### config.mk
export PLATFORM = sky130hd
export DESIGN_NAME = byte_stuffed_frame_receiver_core_flat
export DESIGN_NICKNAME = d
export VERILOG_FILES = /design/src/hw/rtl/bsfr_pkg.sv /design/src/hw/rtl/bsfr_req_if.sv /design/src/hw/rtl/bsfr_rsp_if.sv /design/src/hw/rtl/byte_stuffed_frame_receiver_core.sv /design/src/hw/rtl/bsfr_front.sv /design/src/hw/rtl/bsfr_cmd_queue.sv /design/src/hw/rtl/bsfr_back.sv /design/src/flat_wrapper.sv
export VERILOG_INCLUDE_DIRS = /design/src /design/src/hw/rtl
export SDC_FILE = /design/constraint.sdc
export NUM_CORES = 1
export LEC_CHECK = 0
export ABC_CLOCK_PERIOD_IN_PS = 3530
export BUFFER_PORTS_ARGS = -buffer_cell sky130_fd_sc_hd__buf_2
export CAP_MARGIN = 20
export CORE_UTILIZATION = 35
export DETAILED_ROUTE_END_ITERATION = 16
export HOLD_SLACK_MARGIN = 0.1
export SLEW_MARGIN = 5
export SYNTH_ARGS = -nofsm -noshare
export SYNTH_HDL_FRONTEND = slang
export SYNTH_SLANG_ARGS = --single-unit
export TNS_END_PERCENT = 10
### constraint.sdc
create_clock -name clock -period 3.53 [get_ports clock]
set_input_delay 0.353 -clock clock [delete_from_list [all_inputs] [get_ports clock]]
set_output_delay 0.353 -clock clock [all_outputs]
set_load 0.05 [all_outputs]
### src/hw/rtl/byte_stuffed_frame_receiver_core_macros.svh
// Assertion macros used by the drain of the frame receiver RTL.
`ifndef BYTE_STUFFED_FRAME_RECEIVER_CORE_MACROS_SVH
`define BYTE_STUFFED_FRAME_RECEIVER_CORE_MACROS_SVH

// Same-cycle implication, checked at every rising clock edge outside reset.
`define BSFR_ASSERT(label, clk, rst, ante, cons) \
   label: assert property (@(posedge clk) disable iff (rst) (ante) |-> (cons)) \
      else $error("frame receiver check failed");

// Next-cycle implication, checked at every rising clock edge outside reset.
`define BSFR_ASSERT_NEXT(label, clk, rst, ante, cons) \
   label: assert property (@(posedge clk) disable iff (rst) (ante) |=> (cons)) \
      else $error("frame receiver check failed");

`endif

### src/hw/rtl/bsfr_pkg.sv
// Shared types and constants of the byte-stuffed frame receiver.
package bsfr_pkg;

   localparam int BYTE_W = 8;
   localparam int LEN_W  = 6;
   localparam int CSR_IDX_W = 2;

   // Configuration register indexes
   localparam logic [CSR_IDX_W-1:0] CSR_START_CODE  = 2'd0;
   localparam logic [CSR_IDX_W-1:0] CSR_END_CODE    = 2'd1;
   localparam logic [CSR_IDX_W-1:0] CSR_ESCAPE_CODE = 2'd2;

   localparam logic [BYTE_W-1:0] START_CODE_RST  = 8'd2;
   localparam logic [BYTE_W-1:0] END_CODE_RST    = 8'd3;
   localparam logic [BYTE_W-1:0] ESCAPE_CODE_RST = 8'd16;

   // Buffer write from the front end
   typedef struct packed {
      logic              en;
      logic              bank;
      logic [LEN_W-1:0]  idx;
      logic [BYTE_W-1:0] data;
   } wr_type;

   // One finished frame waiting to be drained
   typedef struct packed {
      logic             bank;
      logic [LEN_W-1:0] len;
   } cmd_type;

   // One result word
   typedef struct packed {
      logic [BYTE_W-1:0] payload_byte;
      logic [LEN_W-1:0]  frame_length;
      logic              last_of_frame;
   } out_type;

endpackage

### src/hw/rtl/bsfr_req_if.sv
// Input channel: one received byte per word.
interface bsfr_req_if;
   logic       valid;
   logic       ready;
   logic [7:0] rx_byte;

   modport source (output valid, output rx_byte, input ready);
   modport sink   (input valid, input rx_byte, output ready);
endinterface

### src/hw/rtl/bsfr_rsp_if.sv
// Result channel: one payload byte of an accepted frame per word.
interface bsfr_rsp_if;
   logic       valid;
   logic       ready;
   logic [7:0] payload_byte;
   logic [5:0] frame_length;
   logic       last_of_frame;

   modport source (output valid, output payload_byte, output frame_length,
                   output last_of_frame, input ready);
   modport sink   (input valid, input payload_byte, input frame_length,
                   input last_of_frame, output ready);
endinterface

### src/hw/rtl/byte_stuffed_frame_receiver_core.sv
// Top level of the byte-stuffed frame receiver with XOR checksum.
// Usage:
//  - req_ch carries one received byte per word (valid/ready). Outside a frame
//    every byte but the start code is dropped; inside, the escape code makes
//    the next byte literal, the end code is followed by one checksum byte.
//  - rsp_ch returns, for a frame whose checksum (XOR of payload) matches and
//    whose payload is not empty, each payload byte in order with the frame
//    length and a last-of-frame flag on the final byte. Bad frames emit nothing.
//  - csr_wr_en/csr_index/csr_wr_data write start, end and escape codes
//    (indexes 0, 1, 2); other indexes are ignored. Write only while idle.
// Timing:
//  - Each input byte takes one cycle while req_ch.ready is high. The first
//    payload word passes the command queue, the read register and an output
//    slot after the checksum byte is accepted; the drain then moves one word
//    per cycle while rsp_ch takes words, set by the single buffer read port.
//  - The payload buffer has two banks: one frame drains while the next is
//    received. req_ch.ready drops while both banks hold frames not yet drained.
//  - A stalled rsp_ch holds its word; the drain stops after two queued words.
// Reset (synchronous, active high) returns to idle, restores the default
// codes (2, 3, 16) and empties all queues; buffer contents are not cleared.
module byte_stuffed_frame_receiver_core #(
   parameter int BUFFER_DEPTH = 64
) (
   input  logic                           clock,
   input  logic                           reset,
   bsfr_req_if.sink                       req_ch,
   bsfr_rsp_if.source                     rsp_ch,
   input  logic                           csr_wr_en,
   input  logic [bsfr_pkg::CSR_IDX_W-1:0] csr_index,
   input  logic [bsfr_pkg::BYTE_W-1:0]    csr_wr_data
);

   bsfr_pkg::wr_type  wr;
   bsfr_pkg::cmd_type cmd;
   bsfr_pkg::cmd_type head;
   logic              cmd_push;
   logic              q_pop;
   logic              q_valid;
   logic              q_full;

   // Classify bytes, track the checksum and fill the current bank.
   bsfr_front #(.BUFFER_DEPTH(BUFFER_DEPTH)) u_front (
      .clock       (clock),
      .reset       (reset),
      .csr_wr_en   (csr_wr_en),
      .csr_index   (csr_index),
      .csr_wr_data (csr_wr_data),
      .req_ch      (req_ch),
      .q_full      (q_full),
      .wr          (wr),
      .cmd_push    (cmd_push),
      .cmd         (cmd)
   );

   // Hold finished frames until the drain has read them out.
   bsfr_cmd_queue u_queue (
      .clock    (clock),
      .reset    (reset),
      .push     (cmd_push),
      .push_cmd (cmd),
      .pop      (q_pop),
      .q_valid  (q_valid),
      .q_full   (q_full),
      .head     (head)
   );

   // Read the frame out of its bank, one word per cycle while the output has room.
   bsfr_back #(.BUFFER_DEPTH(BUFFER_DEPTH)) u_back (
      .clock   (clock),
      .reset   (reset),
      .wr      (wr),
      .q_valid (q_valid),
      .head    (head),
      .q_pop   (q_pop),
      .rsp_ch  (rsp_ch)
   );

endmodule

### src/hw/rtl/bsfr_front.sv
// Front end: code registers, deframing state machine, checksum and buffer writes.
module bsfr_front #(
   parameter int BUFFER_DEPTH = 64
) (
   input  logic                                clock,
   input  logic                                reset,
   input  logic                                csr_wr_en,
   input  logic [bsfr_pkg::CSR_IDX_W-1:0]      csr_index,
   input  logic [bsfr_pkg::BYTE_W-1:0]         csr_wr_data,
   bsfr_req_if.sink                            req_ch,
   input  logic                                q_full,
   output bsfr_pkg::wr_type                    wr,
   output logic                                cmd_push,
   output bsfr_pkg::cmd_type                   cmd
);

   localparam int CW = $clog2(BUFFER_DEPTH + 1);

   typedef enum logic [3:0] {
      PH_IDLE = 4'b0001,
      PH_RECV = 4'b0010,
      PH_ESC  = 4'b0100,
      PH_CSUM = 4'b1000
   } phase_type;

   phase_type                   phase_ff, phase_in;
   logic [CW-1:0]               count_ff, count_in;
   logic [bsfr_pkg::BYTE_W-1:0] xor_ff, xor_in;
   logic                        bank_ff, bank_in;
   logic [bsfr_pkg::BYTE_W-1:0] start_code_ff, end_code_ff, escape_code_ff;
   logic                        acc;
   logic                        do_store;
   logic [CW-1:0]               cnt_inc;
   logic [bsfr_pkg::BYTE_W-1:0] b;

   // Hold off input while both buffer banks are owned by pending frames.
   assign req_ch.ready = !q_full;
   assign acc          = req_ch.valid && req_ch.ready;
   assign b            = req_ch.rx_byte;
   assign cnt_inc      = count_ff + CW'(1);

   always_comb begin
      phase_in = phase_ff;
      count_in = count_ff;
      xor_in   = xor_ff;
      bank_in  = bank_ff;
      do_store = 1'b0;
      cmd_push = 1'b0;
      cmd.bank = bank_ff;
      cmd.len  = bsfr_pkg::LEN_W'(count_ff);
      wr.en    = 1'b0;
      wr.bank  = bank_ff;
      wr.idx   = bsfr_pkg::LEN_W'(count_ff);
      wr.data  = b;

      if (acc) begin
         unique case (phase_ff)
            PH_IDLE: begin
               if (b == start_code_ff) begin
                  phase_in = PH_RECV;
                  count_in = '0;
                  xor_in   = '0;
               end
            end
            PH_RECV: begin
               priority if (b == start_code_ff) begin
                  count_in = '0;
                  xor_in   = '0;
               end else if (b == end_code_ff) begin
                  phase_in = PH_CSUM;
               end else if (b == escape_code_ff) begin
                  phase_in = PH_ESC;
               end else begin
                  do_store = 1'b1;
               end
            end
            PH_ESC: begin
               phase_in = PH_RECV;
               do_store = 1'b1;
            end
            PH_CSUM: begin
               phase_in = PH_IDLE;
               if (b == xor_ff && count_ff != '0) begin
                  cmd_push = 1'b1;
                  bank_in  = !bank_ff;
               end else begin
                  count_in = '0;
               end
            end
            default: begin
               phase_in = PH_IDLE;
            end
         endcase

         if (do_store) begin
            wr.en = 1'b1;
            // Drop the frame once it fills the buffer.
            if (cnt_inc == CW'(BUFFER_DEPTH)) begin
               count_in = '0;
               xor_in   = '0;
               phase_in = PH_IDLE;
            end else begin
               count_in = cnt_inc;
               xor_in   = xor_ff ^ b;
            end
         end
      end
   end

   always_ff @(posedge clock) begin
      if (reset) begin
         phase_ff       <= PH_IDLE;
         count_ff       <= '0;
         xor_ff         <= '0;
         bank_ff        <= 1'b0;
         start_code_ff  <= bsfr_pkg::START_CODE_RST;
         end_code_ff    <= bsfr_pkg::END_CODE_RST;
         escape_code_ff <= bsfr_pkg::ESCAPE_CODE_RST;
      end else begin
         phase_ff <= phase_in;
         count_ff <= count_in;
         xor_ff   <= xor_in;
         bank_ff  <= bank_in;
         if (csr_wr_en) begin
            unique case (csr_index)
               bsfr_pkg::CSR_START_CODE:  start_code_ff  <= csr_wr_data;
               bsfr_pkg::CSR_END_CODE:    end_code_ff    <= csr_wr_data;
               bsfr_pkg::CSR_ESCAPE_CODE: escape_code_ff <= csr_wr_data;
               default: ;
            endcase
         end
      end
   end

endmodule

### src/hw/rtl/bsfr_cmd_queue.sv
// Two-entry queue of finished frames between front end and drain.
module bsfr_cmd_queue (
   input  logic              clock,
   input  logic              reset,
   input  logic              push,
   input  bsfr_pkg::cmd_type push_cmd,
   input  logic              pop,
   output logic              q_valid,
   output logic              q_full,
   output bsfr_pkg::cmd_type head
);

   bsfr_pkg::cmd_type q_ff [2];
   logic              wptr_ff, rptr_ff;
   logic [1:0]        cnt_ff, cnt_in;

   assign q_valid = cnt_ff != 2'd0;
   assign q_full  = cnt_ff == 2'd2;
   assign head    = q_ff[rptr_ff];
   assign cnt_in  = cnt_ff + {1'b0, push} - {1'b0, pop};

   always_ff @(posedge clock) begin
      if (push) begin
         q_ff[wptr_ff] <= push_cmd;
      end
   end

   always_ff @(posedge clock) begin
      if (reset) begin
         wptr_ff <= 1'b0;
         rptr_ff <= 1'b0;
         cnt_ff  <= 2'd0;
      end else begin
         if (push) wptr_ff <= !wptr_ff;
         if (pop)  rptr_ff <= !rptr_ff;
         cnt_ff <= cnt_in;
      end
   end

endmodule

### src/hw/rtl/bsfr_back.sv
// Drain: two-bank payload buffer, read sequencer and output skid queue.
`include "byte_stuffed_frame_receiver_core_macros.svh"

module bsfr_back #(
   parameter int BUFFER_DEPTH = 64
) (
   input  logic              clock,
   input  logic              reset,
   input  bsfr_pkg::wr_type  wr,
   input  logic              q_valid,
   input  bsfr_pkg::cmd_type head,
   output logic              q_pop,
   bsfr_rsp_if.source        rsp_ch
);

   localparam int AW = $clog2(BUFFER_DEPTH);

   // Each bank spans the full index range so {bank, idx} never runs past the end.
   logic [bsfr_pkg::BYTE_W-1:0] mem [2**(AW+1)];

   logic [bsfr_pkg::LEN_W-1:0]  rd_idx_ff, rd_idx_in;
   logic                        rd_last;
   logic                        issue;
   logic [AW:0]                 rd_addr;
   logic [bsfr_pkg::BYTE_W-1:0] rd_data_ff;
   logic                        pend_ff;
   logic [bsfr_pkg::LEN_W-1:0]  pend_len_ff;
   logic                        pend_last_ff;

   bsfr_pkg::out_type           out_ff [2];
   logic                        ohead_ff, otail_ff;
   logic [1:0]                  ocnt_ff, ocnt_in;
   logic [1:0]                  occ;
   logic                        out_pop;
   bsfr_pkg::out_type           out_head;

   assign rd_last = rd_idx_ff == (head.len - bsfr_pkg::LEN_W'(1));
   assign rd_addr = {head.bank, rd_idx_ff[AW-1:0]};

   // Keep reads in flight plus queued words within the two output slots.
   assign occ     = ocnt_ff + {1'b0, pend_ff};
   assign out_pop = rsp_ch.valid && rsp_ch.ready;
   assign issue   = q_valid && ((occ <= 2'd1) || out_pop);
   // Release the bank with its last read; the read data is already captured.
   assign q_pop   = issue && rd_last;

   always_comb begin
      rd_idx_in = rd_idx_ff;
      if (issue) begin
         rd_idx_in = rd_last ? '0 : rd_idx_ff + bsfr_pkg::LEN_W'(1);
      end
   end

   always_ff @(posedge clock) begin
      if (wr.en) begin
         mem[{wr.bank, wr.idx[AW-1:0]}] <= wr.data;
      end
      if (issue) begin
         rd_data_ff   <= mem[rd_addr];
         pend_len_ff  <= head.len;
         pend_last_ff <= rd_last;
      end
   end

   assign ocnt_in = ocnt_ff + {1'b0, pend_ff} - {1'b0, out_pop};

   always_ff @(posedge clock) begin
      if (pend_ff) begin
         out_ff[otail_ff] <= '{payload_byte:  rd_data_ff,
                               frame_length:  pend_len_ff,
                               last_of_frame: pend_last_ff};
      end
   end

   always_ff @(posedge clock) begin
      if (reset) begin
         rd_idx_ff <= '0;
         pend_ff   <= 1'b0;
         ohead_ff  <= 1'b0;
         otail_ff  <= 1'b0;
         ocnt_ff   <= 2'd0;
      end else begin
         rd_idx_ff <= rd_idx_in;
         pend_ff   <= issue;
         ocnt_ff   <= ocnt_in;
         if (pend_ff) otail_ff <= !otail_ff;
         if (out_pop) ohead_ff <= !ohead_ff;
      end
   end

   assign out_head             = out_ff[ohead_ff];
   assign rsp_ch.valid         = ocnt_ff != 2'd0;
   assign rsp_ch.payload_byte  = out_head.payload_byte;
   assign rsp_ch.frame_length  = out_head.frame_length;
   assign rsp_ch.last_of_frame = out_head.last_of_frame;

   `BSFR_ASSERT(a_issue_needs_frame, clock, reset, issue, q_valid)
   `BSFR_ASSERT(a_out_room, clock, reset, 1'b1, (3'(ocnt_ff) + 3'(pend_ff)) <= 3'd2)
   `BSFR_ASSERT_NEXT(a_last_rewinds, clock, reset, issue && rd_last, rd_idx_ff == '0)
   `BSFR_ASSERT(a_frame_not_empty, clock, reset, q_valid, head.len != '0)

endmodule

### src/flat_wrapper.sv
// flat-port wrapper written by rule: the top's interface ports become plain ports
module byte_stuffed_frame_receiver_core_flat 
#(
   parameter int BUFFER_DEPTH = 64
)
  (clock, reset, csr_wr_en, csr_index, csr_wr_data, req_ch_valid, req_ch_rx_byte, req_ch_ready, rsp_ch_valid, rsp_ch_payload_byte, rsp_ch_frame_length, rsp_ch_last_of_frame, rsp_ch_ready);
  bsfr_req_if req_ch_i ();
  bsfr_rsp_if rsp_ch_i ();
  input  logic clock;
  input  logic reset;
  input  logic csr_wr_en;
  input  logic [bsfr_pkg::CSR_IDX_W-1:0] csr_index;
  input  logic [bsfr_pkg::BYTE_W-1:0] csr_wr_data;
  input wire logic [$bits(req_ch_i.valid)-1:0] req_ch_valid;
  input wire logic [$bits(req_ch_i.rx_byte)-1:0] req_ch_rx_byte;
  output wire logic [$bits(req_ch_i.ready)-1:0] req_ch_ready;
  output wire logic [$bits(rsp_ch_i.valid)-1:0] rsp_ch_valid;
  output wire logic [$bits(rsp_ch_i.payload_byte)-1:0] rsp_ch_payload_byte;
  output wire logic [$bits(rsp_ch_i.frame_length)-1:0] rsp_ch_frame_length;
  output wire logic [$bits(rsp_ch_i.last_of_frame)-1:0] rsp_ch_last_of_frame;
  input wire logic [$bits(rsp_ch_i.ready)-1:0] rsp_ch_ready;
  assign req_ch_i.valid = req_ch_valid;
  assign req_ch_i.rx_byte = req_ch_rx_byte;
  assign req_ch_ready = req_ch_i.ready;
  assign rsp_ch_valid = rsp_ch_i.valid;
  assign rsp_ch_payload_byte = rsp_ch_i.payload_byte;
  assign rsp_ch_frame_length = rsp_ch_i.frame_length;
  assign rsp_ch_last_of_frame = rsp_ch_i.last_of_frame;
  assign rsp_ch_i.ready = rsp_ch_ready;
  byte_stuffed_frame_receiver_core #(.BUFFER_DEPTH(BUFFER_DEPTH)) u_core (.clock(clock), .reset(reset), .req_ch(req_ch_i), .rsp_ch(rsp_ch_i), .csr_wr_en(csr_wr_en), .csr_index(csr_index), .csr_wr_data(csr_wr_data));
endmodule
### Word level (Yosys, flattened, before mapping)

Memory sizes are Yosys's and may differ from the RTL's. A register that Yosys moved wholly into a read port is not among the register bits.
Cells that the tools add are included.

| word-level totals | value |
|---|---|
| flip-flop bits (word level) | 66 |
| memory bits (writable) | 1068 |
| input port bits | 23 |
| output and inout port bits | 17 |
| logic and storage cells | 107 |
| memories kept | 3 |

Memories:

| name | words | bits a word | read ports | clocked after memory_dff | wr ports | line | text |
|---|---|---|---|---|---|---|---|
| u_core.u_back.mem | 128 | 8 | 1 | 1 | 1 | bsfr_back.sv:19 | `logic [bsfr_pkg::BYTE_W-1:0] mem [2**(AW+1)];` |
| u_core.u_back.out_ff | 2 | 15 | 1 | 1 | 1 | bsfr_back.sv:30 | `bsfr_pkg::out_type out_ff [2];` |
| u_core.u_queue.q_ff | 2 | 7 | 1 | 1 | 1 | bsfr_cmd_queue.sv:13 | `bsfr_pkg::cmd_type q_ff [2];` |

| cells by class | value |
|---|---|
| $add $sub $neg | 7 |
| $lt $le $gt $ge | 1 |
| equality and inequality tests | 15 |
| multiplexer cells | 37 |
| bitwise operators | 1 |
| reductions and logical operators | 26 |

Operators by type and width:

| operator | count |
|---|---|
| $eq 8x8->1 | 4 |
| $mux 8 | 4 |
| $mux 7 | 4 |
| $mux 4 | 6 |
| $mux 1 | 19 |
| $pmux 7 s2 | 1 |
| $pmux 4 s3 | 1 |
| $reduce_bool 2->1 | 4 |
| $xor 8x8->8 | 1 |
| $add 7x1->7 const B | 1 |
| $eq 7x7->1 const B | 1 |
| $reduce_bool 7->1 | 1 |
| $add 6x1->6 const B | 1 |
| $eq 6x6->1 | 1 |
| $logic_not 1->1 | 6 |
| $mux 6 | 1 |
| $reduce_and 2->1 | 3 |
| $reduce_and 3->1 | 2 |
| $sub 6x1->6 const B | 1 |
| $logic_and 1x1->1 | 5 |
| $add 2x1->2 | 2 |
| $eq 2x2->1 const B | 2 |
| $eq 4x1->1 const B | 1 |
| $eq 4x2->1 const B | 1 |
| other kinds (13) | 14 |

### Longest topological paths before layout

| depth | value |
|---|---|
| depth in word-level cells | 10 |
| gate-level depth with buffers | 14 |
| depth with buffers taken out | 13 |

### By module

A second synthesis with hierarchy kept.

| second synthesis, totals | value |
|---|---|
| cell total of the unflattened synthesis | 2407 |
| area, all modules | 45548.7 um^2 |

By module, submodules not included:

| module | times used | cells each | area an instance (um^2) | sequential area each (um^2) |
|---|---|---|---|---|
| bsfr_back | 1 | 2076 | 42276.8 | 32341.0 |
| bsfr_front | 1 | 288 | 2548.7 | 880.8 |
| bsfr_cmd_queue | 1 | 43 | 723.2 | 520.5 |

### Worst setup path before layout

OpenSTA, ideal clock, no wires.

| timing path | value |
|---|---|
| kind | reg-to-reg |
| start point | memory u_core.u_queue.q_ff[0][2] (netlist bit) |
| end point | register u_core.u_queue.cnt_ff[1] |
| library setup time | 128 ps |
| data arrival time | 2931 ps |
| required time | 3402 ps |
| path slack | 472 ps |
| cell stages (with the launch flop) | 12 |
| path buffers | 0 |
| clock period less this slack | 3058 ps |
| path through | edfxtp_1 > nor4_1 > o22ai_2 > xnor3_1 > or4_4 > nor3_2 > ha_1 > inv_1 > ha_1 > xor2_1 > xnor2_1 > nor2_1 |

RTL lines:

| element | line | text |
|---|---|---|
| start, declared | bsfr_cmd_queue.sv:13 |  |
| end signal, assigned | bsfr_cmd_queue.sv:36 | `cnt_ff <= cnt_in;` |
| end, declared | bsfr_cmd_queue.sv:15 | `logic [1:0] cnt_ff, cnt_in;` |

### Final worst setup path

| timing path | value |
|---|---|
| start point | register u_core.u_front.phase_ff[1] |
| end point | memory u_core.u_back.mem[127][4] (netlist bit), enable pin |

| on the way | value |
|---|---|
| cells in the longest elaborated chain, start to end | 7 |
| elaborated cells between the ends (all ways) | 8 |
| classes of those cells | eq/ne: 2; mux: 6 |

RTL lines:

| element | line | text |
|---|---|---|
| start, declared | bsfr_front.sv:26 | `phase_type phase_ff, phase_in;` |
| start signal, assigned | bsfr_front.sv:120 | `phase_ff <= phase_in;` |
| $eq 4x3->1 / $eq 4x2->1 (equally long branches) | bsfr_front.sv:57 | `unique case (phase_ff)` |
| $pmux 1 s2 (*) | bsfr_front.sv:57 |  |
| $mux 1 (*) | bsfr_front.sv:56 | `if (acc) begin` |
| $mux 1 (*) | bsfr_front.sv:95 | `if (do_store) begin` |
| $mux 1 (*) | bsfr_front.sv:56 |  |
| $mux 1 (*) | bsfr_back.sv:55 | `if (wr.en) begin` |
| $mux 1 (not written as such) (*) | bsfr_back.sv:56 | `mem[{wr.bank, wr.idx[AW-1:0]}] <= wr.data;` |
| end, declared | bsfr_back.sv:19 |  |

Every way passes the cells marked *; elsewhere a longest branch is shown, timed or not. The select of a mux whose other input is x is not followed.

==> impl_metrics.tcl <==
set metrics [dict create \
    p_per_area_nw_per_um2 527.3 \
    min_from "req_ch_rx_byte[4]" \
    slew_headroom_pct 22.96 \
    power_mw 27.62 \
    core-area_sq_um 127800 \
    fp.dieW_um 361.6 \
    clock_skew_ns 0.03404 \
    status "finished clean" \
    nets 2606 \
    utilization_pct 40.97 \
    dpl.hpwl_um 75280 \
    ys_types 61 \
    vias 23767 \
    slowest_stage "nor2_1" \
    vdd_drop_max_mv 0.4139 \
    viasPerCell 5.485 \
    slowest_delay_ns 0.79 \
    die_h_um 361.6 \
    synth_edf_count 1083 \
    num_antenna_cells 0 \
    drtPass1Iterations 6 \
    netlist_area_sq_um 45250 \
    worstHoldPathType "in -> reg" \
    cts-htree-levels 3 \
    period_minus_slack_ns 3.397 \
    register_area_sq_um 33760 \
    cts_inserted_buffers 115 \
    wirelength_um 117000 \
    crit_type "reg -> reg" \
    layout-drive-gt1-share_pct 24.34 \
    ys_seq_area_share_pct 74.57 \
    ant_nets 0 \
    place_congestion 0.8605 \
    nFillCells 11206 \
    first_global_vias 24548 \
    synth_ff_type "edfxtp_1" \
    startpoint_type "flip-flop" \
    root_buffer "clkbuf_16" \
    tns_ns 0 \
    clk_latency_ns 0.71 \
    start_util_pct 35.39 \
    grt_overflow 0 \
    num_rows 131 \
    crit_family "simple AND/OR/NAND/NOR gates" \
    antenna_found_initial 2 \
    path_clk_slew_ns 0.06 \
    worstPathCellList "or4b_2 -> a21oi_1 -> a31o_2 -> nand4_1 -> buf_4 -> nor2_1" \
    yosysWarnings 0 \
    end_kind "flip-flop" \
    detail_route.wl_per_cell_um 27.00 \
    clk_path_buf_depth 3 \
    setup_viol_count_final 0 \
    period_share_pct 96.22 \
    arrival_ns 3.71 \
    avgSynthCellArea_sq_um 19.01 \
    synth_seq_cells 1144 \
    drt_iter0_drc 2401 \
    r2r-start "u_core.u_front.phase_ff[1]" \
    crit_start "u_core.u_front.phase_ff[1]" \
    worst-path-buf-inv 1 \
    tightest_slew_ns 1.156 \
    dieArea_sq_um 130700 \
    ios 40 \
    crit_required_ns 3.85 \
    cp_max_fo 15 \
    grt_pass1_wl_um 171000 \
    grt_max_degree 129 \
    remaining_drc_errors 0 \
    synth_nets 2411 \
    fmax_mhz 294.4 \
    portBuffers 39 \
    clock-sinks 1144 \
    drv_cap 0 \
    async_reset_ff_share_pct 0 \
    hold_viol_final 0 \
    cts_tree "yes" \
    slew_viol_final 0 \
    area_delta_synth_final_pct 15.76 \
    rsz0062_at_grt "yes" \
    syn_inst 2380 \
    multi_input_area_sq_um 10800 \
    grt_usage_pct 17.81 \
    leakagePower_nw 15.88 \
]
-- stage by stage --
stage,hold slack [ns],instance area [sq um],setup slack [ns],std cells
floorplan,0.4215,45250,0.4719,2380
global placement,0.4408,48470,-0.1488,4108
detailed placement,0.4543,48480,0.09207,4110
CTS,0.1181,52350,0.07291,4333
global route,0.1274,52380,-0.0007168,4333
finish,0.1491,52380,0.1333,4333
-- flip-flops by register name, indices dropped and copies added (netlist names), 4 cells and up, named ones only --
register	flops
u_core.u_back.rd_idx_ff	6
u_core.u_front.phase_ff	4
u_core.u_front.start_code_ff	8
u_core.u_back.rd_data_ff	8
u_core.u_back.mem	1024
u_core.u_front.count_ff	7
u_core.u_front.xor_ff	8
u_core.u_back.out_ff	30
u_core.u_front.end_code_ff	8
u_core.u_queue.q_ff	14
u_core.u_front.escape_code_ff	8
u_core.u_back.pend_len_ff	6
-- cell usage after synthesis, types with 4 or more instances --
library cell / n / area (sq um)
edfxtp_1: 1083 / 32520
mux4_2: 212 / 4775
nor2_1: 199 / 747.0
mux2i_1: 172 / 1722
dfxtp_1: 61 / 1221
clkbuf_1: 57 / 214.0
buf_2: 47 / 235.2
nand2_1: 38 / 142.6
mux2_2: 33 / 371.6
nand3_1: 33 / 165.2
a21oi_1: 30 / 150.1
o21ai_0: 30 / 150.1
xor2_1: 30 / 262.8
o221ai_1: 28 / 245.2
a211oi_1: 24 / 180.2
inv_1: 23 / 86.33
o211ai_1: 20 / 150.1
nor3_1: 19 / 95.09
nor4_1: 18 / 112.6
o22ai_1: 18 / 112.6
xnor2_1: 18 / 157.7
a221oi_1: 17 / 148.9
nand2b_1: 17 / 106.4
a2111oi_0: 16 / 140.1
buf_4: 16 / 120.1
nor2b_1: 16 / 100.1
buf_1: 15 / 56.30
nand4_1: 11 / 68.82
ha_1: 8 / 100.1
a31oi_1: 6 / 37.54
o2111ai_1: 5 / 43.79
nand3b_1: 4 / 30.03
or2_2: 4 / 25.02
-- cells by family after synthesis --
logic type / Yosys count / share of synthesized area (%)
xor gates and xnor gates: 49 / 0.9788
adders and majority gates: 8 / 0.2212
AOI/OAI and AO/OA: 212 / 3.343
DFF: 1144 / 74.57
and+or+nand+nor: 387 / 4.048
buffers and inverters: 163 / 1.665
muxes: 417 / 15.18
-- worst min-delay path, stage by stage --
cell      delay, ns
buf_4          0.19
nand2b_1       0.12
o211ai_1       0.09
-- layout make-up --
type,instances,area share [%]
sequential,1144,64.44
multi-input combinational,1073,20.61
clock buffer,133,5.704
tap,1662,3.970
timing repair buffer,216,3.602
clock inverter,80,1.490
inverter,25,0.1791
-- timing repair --
item	in CTS	in global routing
gates resized for setup	0	14
endpoints found under the hold margin	30	0
hold buffers	10	0
setup buffers	0	0
setup endpoints to repair	0	64
-- metal layers --
| layer | routed length (um) | track usage (%) |
|---|---|---|
| met1 | 48400 | 23.82 |
| met2 | 55760 | 28.68 |
| met3 | 9102 | 3.764 |
| met4 | 3714 | 6.314 |
| met5 | 0 | 0 |
-- path summary, 6_finish.rpt --
check,endpoint,slack (ns),cells past startpoint
setup / recovery,u_core.u_back.mem[127][4],0.13,6
hold / removal,u_core.u_front.xor_ff[4],0.15,3
setup reg to reg,u_core.u_back.mem[127][4],0.13,6
hold reg to reg,u_core.u_back.out_ff[1][1],0.46,0
-- where the power goes --
part | internal [mW] | switching, mW | leakage, nW
sequential | 14.8 | 0.0267 | 10.2
clock | 7.06 | 5.14 | 1.85
combinational | 0.127 | 0.431 | 3.80
total | 22.0 | 5.59 | 15.9
-- placed cells by master (no fill, tap or decap), types with 20 or more instances in the layout --
master / netlist / layout
edfxtp_1: 1083 / 1083
mux4_2: 212 / 212
nor2_1: 199 / 190
mux2i_1: 172 / 172
buf_4: 16 / 147
clkbuf_16: 0 / 117
dfxtp_1: 61 / 56
nand2_1: 38 / 38
mux2_2: 33 / 33
nand3_1: 33 / 33
buf_2: 47 / 31
clkinv_1: 2 / 30
xor2_1: 30 / 30
a21oi_1: 30 / 30
o21ai_0: 30 / 29
o221ai_1: 28 / 28
clkinv_2: 0 / 28
buf_12: 0 / 26
a211oi_1: 24 / 24
inv_1: 23 / 23
o211ai_1: 20 / 20
Power figures use the tool's default switching activity.
